### config.mk
export PLATFORM = sky130hd
export DESIGN_NAME = moc_merge
export DESIGN_NICKNAME = d
export VERILOG_FILES = /design/src/hdl/moc_pkg.sv /design/src/hdl/moc_merge.sv
export VERILOG_INCLUDE_DIRS = /design/src /design/src/hdl
export SDC_FILE = /design/constraint.sdc
export NUM_CORES = 1
export LEC_CHECK = 0
export BUFFER_PORTS_ARGS = -buffer_cell sky130_fd_sc_hd__buf_2
export CORE_MARGIN = 2
export CORE_UTILIZATION = 49
export CTS_BUF_LIST = sky130_fd_sc_hd__clkbuf_8 sky130_fd_sc_hd__clkbuf_16
export DETAILED_ROUTE_END_ITERATION = 7
export PLACE_DENSITY = 0.78
export SYNTH_ARGS = -nofsm -noshare
export SYNTH_HDL_FRONTEND = slang
export SYNTH_SLANG_ARGS = --single-unit
### constraint.sdc
create_clock -name clock -period 8 [get_ports clock]
set_input_delay 1.2 -clock clock [delete_from_list [all_inputs] [get_ports clock]]
set_output_delay 1.2 -clock clock [all_outputs]
set_load 0.005 [all_outputs]
### src/hdl/multichannel_offset_calibrator_defines.svh
// Assertion macros shared by the offset calibrator RTL.
// No dependencies; included by the files that carry assertions.
`ifndef MULTICHANNEL_OFFSET_CALIBRATOR_DEFINES_SVH
`define MULTICHANNEL_OFFSET_CALIBRATOR_DEFINES_SVH

// expression holds at every clock edge outside reset
`define MOC_ASSERT_ALWAYS(label, clk, rst, expr, msg) \
   label: assert property (@(posedge clk) disable iff (rst) (expr)) else $error(msg);

// antecedent implies consequent in the same cycle
`define MOC_ASSERT_IMPL(label, clk, rst, ante, cons, msg) \
   label: assert property (@(posedge clk) disable iff (rst) (ante) |-> (cons)) else $error(msg);

// antecedent implies consequent in the next cycle
`define MOC_ASSERT_NEXT(label, clk, rst, ante, cons, msg) \
   label: assert property (@(posedge clk) disable iff (rst) (ante) |=> (cons)) else $error(msg);

`endif

### src/hdl/moc_pkg.sv
// Shared types, widths and codes of the multichannel offset calibrator.
// No dependencies; imported by every module of the block.
`default_nettype none

package moc_pkg;

   // field widths
   localparam int MAX_CHANNELS = 8;
   localparam int SAMPLE_W     = 15;
   localparam int VALUE_W      = 15;
   localparam int TOTAL_W      = 17;
   localparam int OFS_SUM_W    = 22;
   localparam int MAP_SUM_W    = 23;
   localparam int RADIO_W      = 8;
   localparam int CSR_INDEX_W  = 2;
   localparam int CSR_DATA_W   = 8;

   // parameter defaults
   localparam int DEF_CHANNELS      = 8;
   localparam int DEF_OFFSET_FRAMES = 100;
   localparam int DEF_MAP_FRAMES    = 500;

   localparam logic [RADIO_W-1:0] RADIO_DIV_RESET = 8'd10;

   // cycles of the divide sequence after the last accumulated frame
   localparam int FIN_STEPS = 4;

   // input action codes
   localparam logic ACT_SAMPLE    = 1'b0;
   localparam logic ACT_MAP_START = 1'b1;

   typedef logic signed [SAMPLE_W-1:0] sample_type;
   typedef logic [VALUE_W-1:0]         value_type;

   typedef enum logic [1:0] {
      KIND_LOG   = 2'd0,
      KIND_RADIO = 2'd1,
      KIND_MAP   = 2'd2
   } kind_type;

   typedef enum logic [CSR_INDEX_W-1:0] {
      REG_LOGGING_ENABLE   = 2'd0,
      REG_STREAMING_ENABLE = 2'd1,
      REG_RADIO_DIVIDER    = 2'd2
   } csr_reg_type;

   // control from the sequencer to every lane
   typedef struct packed {
      logic ofs_acc;   // add sample into offset accumulator
      logic map_acc;   // add clamped sample into map accumulator
      logic map_clr;   // clear map accumulator
      logic div_load;  // latch dividend
      logic div_mult;  // reciprocal multiply
      logic div_done;  // write quotient back
      logic div_map;   // divide sequence serves the map (else the offset)
   } lane_ctrl_type;

   // one result word
   typedef struct packed {
      kind_type                       kind;
      value_type [MAX_CHANNELS-1:0]   value;
      logic [TOTAL_W-1:0]             total;
   } rsp_word_type;

endpackage

`default_nettype wire

### src/hdl/moc_merge.sv
// Merging stage: builds result words from the lanes, totals the map
// averages and holds a two-word output queue. Depends on moc_pkg.
`default_nettype none
`include "multichannel_offset_calibrator_defines.svh"

module moc_merge
   import moc_pkg::*;
(
   input  wire logic                         clock,
   input  wire logic                         reset,
   input  wire logic                         frame_push,
   input  wire kind_type                     frame_kind,
   input  wire value_type [MAX_CHANNELS-1:0] cal_vals,
   input  wire logic                         map_push,
   input  wire value_type [MAX_CHANNELS-1:0] avg_vals,
   output logic                              full,
   output logic                              rsp_valid,
   input  wire logic                         rsp_ready,
   output rsp_word_type                      rsp_word
);

   rsp_word_type       ent_ff [2];
   logic               wr_ptr_ff, wr_ptr_in;
   logic               rd_ptr_ff, rd_ptr_in;
   logic [1:0]         count_ff, count_in;
   rsp_word_type       push_word;
   logic [TOTAL_W-1:0] total;
   logic               push, pop;

   // total of the map averages
   always_comb begin
      total = '0;
      for (int c = 0; c < MAX_CHANNELS; c++) begin
         total = total + TOTAL_W'(avg_vals[c]);
      end
   end

   // word to enqueue
   always_comb begin
      if (map_push) begin
         push_word.kind  = KIND_MAP;
         push_word.value = avg_vals;
         push_word.total = total;
      end else begin
         push_word.kind  = frame_kind;
         push_word.value = cal_vals;
         push_word.total = '0;
      end
   end

   // queue pointers
   always_comb begin
      push      = frame_push || map_push;
      pop       = rsp_valid && rsp_ready;
      wr_ptr_in = push ? !wr_ptr_ff : wr_ptr_ff;
      rd_ptr_in = pop ? !rd_ptr_ff : rd_ptr_ff;
      count_in  = count_ff + 2'(push) - 2'(pop);
   end

   always_ff @(posedge clock) begin
      if (reset) begin
         wr_ptr_ff <= 1'b0;
         rd_ptr_ff <= 1'b0;
         count_ff  <= '0;
      end else begin
         wr_ptr_ff <= wr_ptr_in;
         rd_ptr_ff <= rd_ptr_in;
         count_ff  <= count_in;
      end
      if (push) begin
         ent_ff[wr_ptr_ff] <= push_word;
      end
   end

   assign rsp_valid = (count_ff != 2'd0);
   assign rsp_word  = ent_ff[rd_ptr_ff];
   assign full      = (count_ff == 2'd2);

   `MOC_ASSERT_IMPL(a_no_overflow, clock, reset, push, count_ff != 2'd2 || pop, "queue overflow")
   `MOC_ASSERT_ALWAYS(a_one_source, clock, reset, !(frame_push && map_push), "two words at once")
   `MOC_ASSERT_ALWAYS(a_count_range, clock, reset, count_ff <= 2'd2, "queue count out of range")

endmodule

`default_nettype wire

==> out/qor.yml <==
routing:
  routed_wirelength_um: 39900
  dr.pass1.iters: 5
  ant_nets: 0
  wl_per_cell_um: 22.3
  drt-initial-drc-count: 507
  vias: 9266
  drc_errors: 0
  avgViaCountPerCell: 5.17
yosys:
  synth-edff-count: 278
  yosysWarnings: 0
  synth_ff_type: "edfxtp_1"
  async_reset_ff_share_pct: 0
  synth.distinct_cells: 41
  ys_ff_latch: 283
  postSynthCellCount: 979
  ys_seq_area_share_pct: 56.7
  synth.cell_area_mm2: 0.0149
  synth_area_per_cell_um2: 15.2
  synth_nets: 1334
clocking:
  clock_latency_ns: 0.56
  cts_buffer_depth: 3
  cts_setup_buffers: 0
  path_clk_slew_ns: 0.06
  cts-root-buf: "clkbuf_16"
  cts_tree: "yes"
  cts.sinks: 283
  post_cts_resized: 0
  cts.htree.levels: 1
  cts_hold_buffers: 0
  cts_made_buffers: 31
placed_design:
  dpl_cell_area_mm2: 0.0173
  dp_cells: 1733
  port-buffer-count: 387
  dpl_worst_slack_ns: 2.56
  dp_hpwl_um: 30400
  place_congestion: 0.864
timing:
  fmax_mhz: 204
  layout_setup_ws_ns: 3.11
  worstMarginPinSlew_ns: 1.13
  whs_ns: 0.543
  rsz0062_at_grt: "false"
  fin_crit_ns: 4.89
  finalSetupTns_ns: 0
  setup_viol: 0
  slew_viol_final: 0
  hold_viol: 0
  min_period_over_period_pct: 61.2
  fin_skew_ns: 0.00876
  relSlewSlack_pct: 24.4
global_routing:
  grt_start_max_net_pins: 77
  grt_pass1_wl_um: 56700
  overflow: 0
  track_usage_pct: 24.4
  grt_pass1_vias: 9653
  antenna_found_initial: 5
power_and_ir_drop:
  ir_worst_vdd_uv: 188
  total_power_mw: 5.75
  power.leakage_nw: 7.79
  power_density_mw_per_mm2: 315
worst_setup_path:
  crit_slowest_cell: "fa_1"
  cp_max_fo: 4
  critPathMaxStageDelay_ns: 0.60
  path_delay_family: "adder cells"
  cp-start-kind: "input pin"
  required_ns: 8.29
  critPathLaunch: "avg_vals[62]"
  critPathBufInv: 6
  r2r_start: "wr_ptr_ff"
  crit_path_cell_trace: "buf_2, inv_1, fa_1, inv_1, fa_1, fa_1, inv_1, fa_1, inv_1, ha_1, inv_1, fa_1, and2b_1, o2111ai_2, a21oi_1, or3_1, o211ai_2"
  endpoint_kind: "register"
  arrival_ns: 5.18
  path_class: "input pin to register"
layout:
  final_common_cell: "buf_2"
  drive_gt1_share_pct: 49.8
  num-fill-cells: 2318
  n_antenna_cell: 0
  layout.cells.non_filler: 1791
  final_core_util_pct: 61.2
  syn2layout_area_growth_pct: 22.5
  mostFrequentLayoutCells: "buf_2 (386), edfxtp_1 (278), mux2_2 (248), inv_1 (197), fa_1 (89)"
  fin_nets: 1731
  postLayoutCellArea_mm2: 0.0182
die:
  num_io_pins: 388
  initial_utilization_pct: 50.0
  coreArea_mm2: 0.0298
  rows: 63
  die_h_um: 178
  die_x_um: 178
  dieArea_mm2: 0.0318
min_path:
  min_path_type: "register to register"
  hold_path.startpoint: "count_ff[1]"
run:
  maxCapViolCount: 0
status:
  status: "complete, no violations"
synth_stat cells, types with 2 or more instances:
cell type / number / area share (%)
a21o_1: 2 / 0.10
a21oi_1: 15 / 0.50
and2_1: 3 / 0.13
buf_1: 2 / 0.050
buf_2: 26 / 0.87
clkbuf_1: 3 / 0.076
dfxtp_1: 5 / 0.67
edfxtp_1: 278 / 56
fa_1: 89 / 12
ha_1: 19 / 1.6
inv_1: 190 / 4.8
mux2_1: 11 / 0.83
mux2_2: 248 / 19
mux2i_1: 3 / 0.20
nand2_1: 8 / 0.20
nand2b_1: 4 / 0.17
nand3_1: 6 / 0.20
nor2_1: 16 / 0.40
nor2b_1: 4 / 0.17
nor3_1: 8 / 0.27
nor3b_1: 3 / 0.15
o211ai_1: 4 / 0.20
o21a_1: 3 / 0.15
o21ai_0: 5 / 0.17
or2_2: 2 / 0.084
or3_1: 3 / 0.13
xnor2_1: 5 / 0.29
path summary, 6_finish.rpt:
check | to | cells after the start | slack (ns)
min | count_ff[1] | 2 | 0.54
max reg2reg | ent_ff[1][33] | 2 | 5.38
max | ent_ff[1][16] | 17 | 3.11
min reg2reg | count_ff[1] | 2 | 0.54
state kept, by name, summed over array words and instances, names as in the netlist, named ones only:
signal     flops
ent_ff       278
rd_ptr_ff      1
wr_ptr_ff      1
count_ff       2
cell families after synthesis:
group | after synthesis | synth area share, %
buf+inv | 221 | 5.79
xor+xnor | 6 | 0.353
flops | 283 | 56.7
fa+ha+maj | 108 | 13.6
compound gates | 38 | 1.66
simple gates | 61 | 2.12
mux | 262 | 19.8
tightest hold or removal path: stages, from the launching register on:
cell and delay (ns):
dfxtp_1 0.35, xnor2_1 0.09, nor2_1 0.07
power by group:
part	internal (mW)	switching [mW]
Combinational	1.08	1.27
Sequential	1.93	0.0938
Clock	0.795	0.582
layer usage:
metal,vias to the layer above,track usage (%),routed length [µm]
met4,8,4.57,631
met5,-,0,50
met1,4629,30.9,15900
li1,4204,-,-
met3,54,4.86,3050
met2,371,43.8,20300
final cells by class:
| cell class | instances | area, µm² | area share (%) |
|---|---|---|---|
| inverter | 190 | 713 | 3.91 |
| clock inverter | 24 | 174 | 0.953 |
| multi-input combinational | 475 | 5600 | 30.7 |
| sequential | 283 | 8450 | 46.3 |
| timing repair buffer | 395 | 2000 | 11.0 |
| tap | 390 | 488 | 2.67 |
| clock buffer | 34 | 817 | 4.48 |
Power figures use the tool's default switching activity.
