## config.mk

```make
export PLATFORM = sky130hd
export DESIGN_NAME = moc_lane
export DESIGN_NICKNAME = d
export VERILOG_FILES = /design/src/hdl/multichannel_offset_calibrator_defines.svh /design/src/hdl/moc_pkg.sv /design/src/hdl/moc_lane.sv
export SDC_FILE = /design/constraint.sdc
export NUM_CORES = 1
export LEC_CHECK = 0
export BUFFER_PORTS_ARGS = -buffer_cell sky130_fd_sc_hd__buf_2
export CAP_MARGIN = 0
export CORE_ASPECT_RATIO = 1.1
export CORE_MARGIN = 2
export CORE_UTILIZATION = 29
export CTS_CLUSTER_DIAMETER = 150
export DETAILED_ROUTE_END_ITERATION = 6
export PLACE_DENSITY_LB_ADDON = 0.08
export SETUP_SLACK_MARGIN = 0.05
export SLEW_MARGIN = 5
export SYNTH_ARGS = -nofsm -noshare
export SYNTH_HDL_FRONTEND = slang
export SYNTH_SLANG_ARGS = --single-unit
```

## constraint.sdc

```tcl
create_clock -name clock -period 13.55 [get_ports clock]
set_input_delay 4.065 -clock clock [delete_from_list [all_inputs] [get_ports clock]]
set_output_delay 4.065 -clock clock [all_outputs]
set_load 0.01 [all_outputs]
```

## src/hdl/multichannel_offset_calibrator_defines.svh

```systemverilog
// Assertion macros shared by the offset calibrator RTL.
// No dependencies; included by the files that carry assertions.
`ifndef MULTICHANNEL_OFFSET_CALIBRATOR_DEFINES_SVH
`define MULTICHANNEL_OFFSET_CALIBRATOR_DEFINES_SVH

// expression holds at every clock edge outside reset
`define MOC_ASSERT_ALWAYS(label, clk, rst, expr, msg) \
   label: assert property (@(posedge clk) disable iff (rst) (expr)) else $error(msg);

// antecedent implies consequent in the same cycle
`define MOC_ASSERT_IMPL(label, clk, rst, ante, cons, msg) \
   label: assert property (@(posedge clk) disable iff (rst) (ante) |-> (cons)) else $error(msg);

// antecedent implies consequent in the next cycle
`define MOC_ASSERT_NEXT(label, clk, rst, ante, cons, msg) \
   label: assert property (@(posedge clk) disable iff (rst) (ante) |=> (cons)) else $error(msg);

`endif

```

## src/hdl/moc_pkg.sv

```systemverilog
// Shared types, widths and codes of the multichannel offset calibrator.
// No dependencies; imported by every module of the block.
`default_nettype none

package moc_pkg;

   // field widths
   localparam int MAX_CHANNELS = 8;
   localparam int SAMPLE_W     = 15;
   localparam int VALUE_W      = 15;
   localparam int TOTAL_W      = 17;
   localparam int OFS_SUM_W    = 22;
   localparam int MAP_SUM_W    = 23;
   localparam int RADIO_W      = 8;
   localparam int CSR_INDEX_W  = 2;
   localparam int CSR_DATA_W   = 8;

   // parameter defaults
   localparam int DEF_CHANNELS      = 8;
   localparam int DEF_OFFSET_FRAMES = 100;
   localparam int DEF_MAP_FRAMES    = 500;

   localparam logic [RADIO_W-1:0] RADIO_DIV_RESET = 8'd10;

   // cycles of the divide sequence after the last accumulated frame
   localparam int FIN_STEPS = 4;

   // input action codes
   localparam logic ACT_SAMPLE    = 1'b0;
   localparam logic ACT_MAP_START = 1'b1;

   typedef logic signed [SAMPLE_W-1:0] sample_type;
   typedef logic [VALUE_W-1:0]         value_type;

   typedef enum logic [1:0] {
      KIND_LOG   = 2'd0,
      KIND_RADIO = 2'd1,
      KIND_MAP   = 2'd2
   } kind_type;

   typedef enum logic [CSR_INDEX_W-1:0] {
      REG_LOGGING_ENABLE   = 2'd0,
      REG_STREAMING_ENABLE = 2'd1,
      REG_RADIO_DIVIDER    = 2'd2
   } csr_reg_type;

   // control from the sequencer to every lane
   typedef struct packed {
      logic ofs_acc;   // add sample into offset accumulator
      logic map_acc;   // add clamped sample into map accumulator
      logic map_clr;   // clear map accumulator
      logic div_load;  // latch dividend
      logic div_mult;  // reciprocal multiply
      logic div_done;  // write quotient back
      logic div_map;   // divide sequence serves the map (else the offset)
   } lane_ctrl_type;

   // one result word
   typedef struct packed {
      kind_type                       kind;
      value_type [MAX_CHANNELS-1:0]   value;
      logic [TOTAL_W-1:0]             total;
   } rsp_word_type;

endpackage

`default_nettype wire

```

## src/hdl/moc_lane.sv

```systemverilog
// One channel lane: offset and weight-map accumulators, reciprocal divider,
// offset subtraction with clamp. Depends on moc_pkg.
`default_nettype none

module moc_lane
   import moc_pkg::*;
#(
   parameter int OFFSET_FRAMES = DEF_OFFSET_FRAMES,
   parameter int MAP_FRAMES    = DEF_MAP_FRAMES
) (
   input  wire logic          clock,
   input  wire logic          reset,
   input  wire lane_ctrl_type ctrl,
   input  wire sample_type    sample,
   output value_type          cal_value,
   output value_type          avg_value
);

   // x / D == (x * M) >> K for all x below 2**N, with M = ceil(2**K / D)
   localparam int OFS_N   = OFS_SUM_W - 1;
   localparam int OFS_K   = OFS_N + $clog2(OFFSET_FRAMES);
   localparam int MAP_K   = MAP_SUM_W + $clog2(MAP_FRAMES);
   localparam int DVD_W   = MAP_SUM_W;
   localparam int MUL_W   = MAP_SUM_W + 1;
   localparam int PROD_W  = DVD_W + MUL_W;
   localparam longint OFS_M_L = ((longint'(1) << OFS_K) + OFFSET_FRAMES - 1) / OFFSET_FRAMES;
   localparam longint MAP_M_L = ((longint'(1) << MAP_K) + MAP_FRAMES - 1) / MAP_FRAMES;
   localparam logic [MUL_W-1:0] OFS_M = MUL_W'(OFS_M_L);
   localparam logic [MUL_W-1:0] MAP_M = MUL_W'(MAP_M_L);

   logic signed [OFS_SUM_W-1:0] ofs_sum_ff, ofs_sum_in;
   logic [MAP_SUM_W-1:0]        map_sum_ff, map_sum_in;
   sample_type                  ofs_ff, ofs_in;
   value_type                   avg_ff, avg_in;
   logic [DVD_W-1:0]            dvd_ff, dvd_in;
   logic                        neg_ff, neg_in;
   logic [PROD_W-1:0]           prod_ff, prod_in;

   logic signed [OFS_SUM_W-1:0] ofs_abs;
   logic [MUL_W-1:0]            mul_sel;
   value_type                   quot;
   logic signed [SAMPLE_W:0]    diff;

   // accumulators
   always_comb begin
      ofs_sum_in = ofs_sum_ff;
      map_sum_in = map_sum_ff;
      if (ctrl.ofs_acc) begin
         ofs_sum_in = ofs_sum_ff + OFS_SUM_W'(sample);
      end
      if (ctrl.map_clr) begin
         map_sum_in = '0;
      end else if (ctrl.map_acc) begin
         // negative samples weigh nothing
         map_sum_in = map_sum_ff + (sample[SAMPLE_W-1] ? '0 : MAP_SUM_W'($unsigned(sample)));
      end
   end

   // divider: load magnitude, multiply, take the quotient bits
   always_comb begin
      ofs_abs = ofs_sum_ff[OFS_SUM_W-1] ? -ofs_sum_ff : ofs_sum_ff;
      mul_sel = ctrl.div_map ? MAP_M : OFS_M;
      quot    = ctrl.div_map ? prod_ff[MAP_K +: VALUE_W] : prod_ff[OFS_K +: VALUE_W];

      dvd_in  = dvd_ff;
      neg_in  = neg_ff;
      prod_in = prod_ff;
      ofs_in  = ofs_ff;
      avg_in  = avg_ff;
      if (ctrl.div_load) begin
         dvd_in = ctrl.div_map ? map_sum_ff : DVD_W'($unsigned(ofs_abs));
         neg_in = !ctrl.div_map && ofs_sum_ff[OFS_SUM_W-1];
      end
      if (ctrl.div_mult) begin
         prod_in = PROD_W'(dvd_ff) * PROD_W'(mul_sel);
      end
      if (ctrl.div_done) begin
         if (ctrl.div_map) begin
            avg_in = quot;
         end else begin
            // truncation toward zero: divide magnitude, restore sign
            ofs_in = neg_ff ? -$signed(quot) : $signed(quot);
         end
      end
   end

   always_ff @(posedge clock) begin
      if (reset) begin
         ofs_sum_ff <= '0;
         map_sum_ff <= '0;
         ofs_ff     <= '0;
      end else begin
         ofs_sum_ff <= ofs_sum_in;
         map_sum_ff <= map_sum_in;
         ofs_ff     <= ofs_in;
      end
      dvd_ff  <= dvd_in;
      neg_ff  <= neg_in;
      prod_ff <= prod_in;
      avg_ff  <= avg_in;
   end

   // calibrated value, clamped at zero
   always_comb begin
      diff      = (SAMPLE_W+1)'(sample) - (SAMPLE_W+1)'(ofs_ff);
      cal_value = diff[SAMPLE_W] ? '0 : diff[VALUE_W-1:0];
   end

   assign avg_value = avg_ff;

endmodule

`default_nettype wire

```

==> flow_results.org <==
** Status
- Outcome :: completed

** Drt
- In this run, the number of DRC markers left after iteration 0 of detailed routing was 392.
- Detailed-route wire length :: 53,000 µm
- For this run, the detailed router's first-pass iteration total came to 7.
- After detailed routing, the number of remaining DRC violations is 0.
- In this run the remaining antenna-violating nets after routing total 0.
- DR vias/cell :: 4.42
- Final routed wire length divided by cell count :: 18.1 µm
- Detailed routing inserted a total of 13,000 vias.

** Finish
- In the final layout, the multi-input gates occupy 0.0146 mm².
- The top cell types in the final layout, fill and taps aside, are sky130_fd_sc_hd__inv_1, sky130_fd_sc_hd__fa_1, sky130_fd_sc_hd__ha_1.
- In the final layout, flip-flops and latches occupy 0.00294 mm².
- Layout cell share with drive strength beyond 1 :: 0.0558
- The filler cells instantiated in the layout total 6,983.
- Synth-to-Final Area Change :: 9.77%
- For this run, the post-layout net count is 2,691.
- Most common cell after layout, fill and taps aside :: sky130_fd_sc_hd__inv_1
- The finished layout holds 2,937 standard cells, fillers aside.

** Placement
- Half-perimeter wire length after detailed placement :: 46,800 µm
- Timing analysis after detailed placement gives a worst setup slack of 1.40 ns.
- # port buffers :: 53
- Count of placed standard cells including taps :: 2,904
- The congestion estimate from routability-driven global placement came to 0.853.

** Critical path
- The worst setup path is launched from an input port.
- The worst setup path is captured at a register.
- Levels on crit path :: 26
- Together, buffers and inverters on the worst path number 6.
- In this run the critical register-to-register path is captured at prod_ff[43]$_DFFE_PP_.
- Worst-path fanout max :: 61
- For the worst setup path, the data required time is 13.73 ns.
- Register-to-Register Path Depth :: 23
- Critical path data arrival time :: 11.70 ns
- The critical path starts at ctrl[0].
- The kind of cell with the highest combined delay along the critical path is adder cells.
- The startpoint identified for the worst register-to-register timing path is dvd_ff[15]$_DFFE_PP_.
- Critical path's largest stage delay :: 0.66 ns
- The worst register-to-register path has a setup slack of 5.54 ns.
- CP Class :: in2reg
- Slowest cell on the critical path :: sky130_fd_sc_hd__o221ai_1
- Most repeated library cell on the critical path :: sky130_fd_sc_hd__fa_1

** Die
- Core Area :: 0.0665 mm²
- Width of the die :: 251 µm
- Top Ports :: 54
- The die covers 0.0695 mm².
- Number of placement rows :: 99
- From bottom edge to top edge, the die measures 276 µm.
- Starting density of the core :: 0.294

** Worst hold path
- The tightest min-delay check is of the reg2reg type.
- For hold timing, the worst endpoint is ofs_ff[10]$_SDFFE_PP0P_.
- Along the worst hold path, the cell count comes to 2.
- The startpoint identified for the worst hold timing path is ofs_ff[10]$_SDFFE_PP0P_.

** CTS
- In this run the number of H-tree levels came out at 4.
- Hold repair after CTS inserted 0 buffers.
- Clk sinks :: 118
- The later pin in the worst-skew pair is clocked with a latency of 0.43 ns.
- CTS tree :: built
- The tree is rooted in a sky130_fd_sc_hd__clkbuf_16.
- The longest clock path from root to sink contains 2 buffers.
- Worst-path clk slew :: 0.06 ns
- Post-CTS repair changed the size of 0 cells.
- Post-CTS timing repair inserted 0 buffers for setup.
- Total CTS buffers :: 17

** GRT
- Entering global routing, the biggest net connects 62 pins.
- Global-route wire length before repair :: 85,200 µm
- The initial antenna violation count is 0.
- The via count of the first global-routing pass came to 14,600.
- Total gr overflow :: 0
- Across every metal layer, demand over resource in global routing totals 0.161.

** Yosys
- Yosys printed 0 warnings.
- Post-synthesis cell type count :: 62
- For this run, the leading register cell type out of synthesis is sky130_fd_sc_hd__dfxtp_1.
- Yosys mapped a number of flops with a built-in enable equal to 58.
- Summing every instance area after synthesis gives 0.0195 mm².
- For this run, the register share of the synthesized area comes to 0.151.
- For this run, asynchronously set or reset flops after synthesis account for 0.
- Total of flip-flops plus latches after synthesis :: 118
- Synthesis produced 2,017 cells.
- Average size of a mapped cell :: 9.68 µm²

** Timing
- In the finished design, the share of the clock period the worst path needs comes to 0.851.
- Worst Slack Setup Final :: 2.03 ns
- Setup violations, final :: 0
- Headroom to the max-slew limit came out at 0.326.
- Hold timing on the final database bottoms out at a slack of 0.486 ns.
- Between clock sinks in the finished design, the worst skew comes to 0.00927 ns.
- Derived from the worst setup path, the maximum achievable clock frequency is 86.8 MHz.
- Final total negative setup slack :: 0 ns
- The final max-slew violation count was 0.
- The smallest clock period supported by the final layout is computed as 11.52 ns.
- At the pin with the least slew margin, the transition time is 1.01 ns.
- RSZ-0062 raised after global routing :: no
- Fin. Hold Viols :: 0

** Job
- The tool flagged a number of max-cap violations equal to 0.
==> worst register-to-register path, cell delays in order (launching register included) <==
cell and delay (ns):
sky130_fd_sc_hd__edfxtp_1 0.77, sky130_fd_sc_hd__nand2b_1 0.46, sky130_fd_sc_hd__fa_1 0.65, sky130_fd_sc_hd__inv_1 0.08, sky130_fd_sc_hd__fa_1 0.47, sky130_fd_sc_hd__fa_1 0.57
sky130_fd_sc_hd__fa_1 0.43, sky130_fd_sc_hd__fa_1 0.41, sky130_fd_sc_hd__fa_1 0.52, sky130_fd_sc_hd__inv_1 0.05, sky130_fd_sc_hd__fa_1 0.47, sky130_fd_sc_hd__inv_1 0.05
sky130_fd_sc_hd__ha_1 0.26, sky130_fd_sc_hd__nand4_1 0.15, sky130_fd_sc_hd__nor3_1 0.27, sky130_fd_sc_hd__nand2_1 0.25, sky130_fd_sc_hd__o221ai_1 0.66, sky130_fd_sc_hd__o2111ai_2 0.26
sky130_fd_sc_hd__a21oi_2 0.26, sky130_fd_sc_hd__o211ai_2 0.16, sky130_fd_sc_hd__a21oi_2 0.23, sky130_fd_sc_hd__a21oi_2 0.11, sky130_fd_sc_hd__o21bai_2 0.13, sky130_fd_sc_hd__xor2_1 0.08
==> layer usage <==
metal	part of all wire	wire length [µm]	track usage
met1	0.47	25000	0.214
met2	0.49	25800	0.277
met3	0.019	1030	0.0159
met4	0.023	1220	0.0438
met5	0	0	0
==> flip-flops by register name, summed over array words and instances (netlist names) <==
signal and count:
ofs_ff 15, dvd_ff 23, prod_ff 19, avg_value 15
neg_ff 1, map_sum_ff 23, ofs_sum_ff 22
==> logic make-up (layout without fill, tap and decap cells) <==
family                     Yosys count  after routing  synth area share
AOI/OAI and AO/OA                  235            235            0.0775
and+or+nand+nor                    372            372            0.0920
buffers and inverters              550            592             0.106
adders and majority gates          603            603             0.509
DFF                                118            118             0.151
xor gates and xnor gates            93             93            0.0417
other                                2             22          0.000384
muxes                               44             44            0.0231
==> through the flow <==
step | area (µm²) | util
floorplan | 19600 | -
global placement | 20800 | 0.313
detailed placement | 20800 | 0.313
CTS | 21400 | 0.322
global route | 21400 | 0.322
finish | 21400 | 0.322
==> how the worst max path moves through the flow <==
stage / endpoint / slack (ns)
2_1_floorplan: prod_ff[44]$_DFFE_PP_ / 1.99
3_3_place_gp: prod_ff[44]$_DFFE_PP_ / 1.41
3_5_place_dp: prod_ff[44]$_DFFE_PP_ / 1.40
4_1_cts: prod_ff[43]$_DFFE_PP_ / 1.85
5_1_grt: prod_ff[43]$_DFFE_PP_ / 1.51
6_report: prod_ff[43]$_DFFE_PP_ / 2.03
==> layout make-up <==
type	count	share of cell area
timing repair buffer	55	0.0132
clock inverter	15	0.0106
inverter	505	0.0884
clock buffer	17	0.0198
antenna	1	0.000117
tap	858	0.0501
multi-input combinational	1368	0.681
sequential	118	0.137
==> synth_stat cells, types with 10 or more instances <==
| master | instances | share of area |
|---|---|---|
| sky130_fd_sc_hd__or2_2 | 11 | 0.0035 |
| sky130_fd_sc_hd__nand2b_1 | 44 | 0.014 |
| sky130_fd_sc_hd__xnor2_1 | 44 | 0.020 |
| sky130_fd_sc_hd__o31ai_1 | 12 | 0.0046 |
| sky130_fd_sc_hd__o21ai_0 | 55 | 0.014 |
| sky130_fd_sc_hd__nand4_1 | 13 | 0.0042 |
| sky130_fd_sc_hd__mux2i_1 | 35 | 0.018 |
| sky130_fd_sc_hd__dfxtp_1 | 60 | 0.061 |
| sky130_fd_sc_hd__inv_1 | 505 | 0.097 |
| sky130_fd_sc_hd__fa_1 | 319 | 0.33 |
| sky130_fd_sc_hd__nor3_1 | 20 | 0.0051 |
| sky130_fd_sc_hd__xor2_1 | 49 | 0.022 |
| sky130_fd_sc_hd__nor2_1 | 109 | 0.021 |
| sky130_fd_sc_hd__nor2b_1 | 22 | 0.0070 |
| sky130_fd_sc_hd__nand2_1 | 96 | 0.018 |
| sky130_fd_sc_hd__and2_1 | 11 | 0.0035 |
| sky130_fd_sc_hd__a21oi_1 | 71 | 0.018 |
| sky130_fd_sc_hd__o21bai_1 | 10 | 0.0038 |
| sky130_fd_sc_hd__nand3_1 | 13 | 0.0033 |
| sky130_fd_sc_hd__clkbuf_1 | 36 | 0.0069 |
| sky130_fd_sc_hd__edfxtp_1 | 58 | 0.089 |
| sky130_fd_sc_hd__ha_1 | 283 | 0.18 |
| sky130_fd_sc_hd__a21o_1 | 28 | 0.011 |
Power is left out: the tool's default activity adds up to more than one toggle a clock period on the data nets, which glitch-free logic cannot reach.
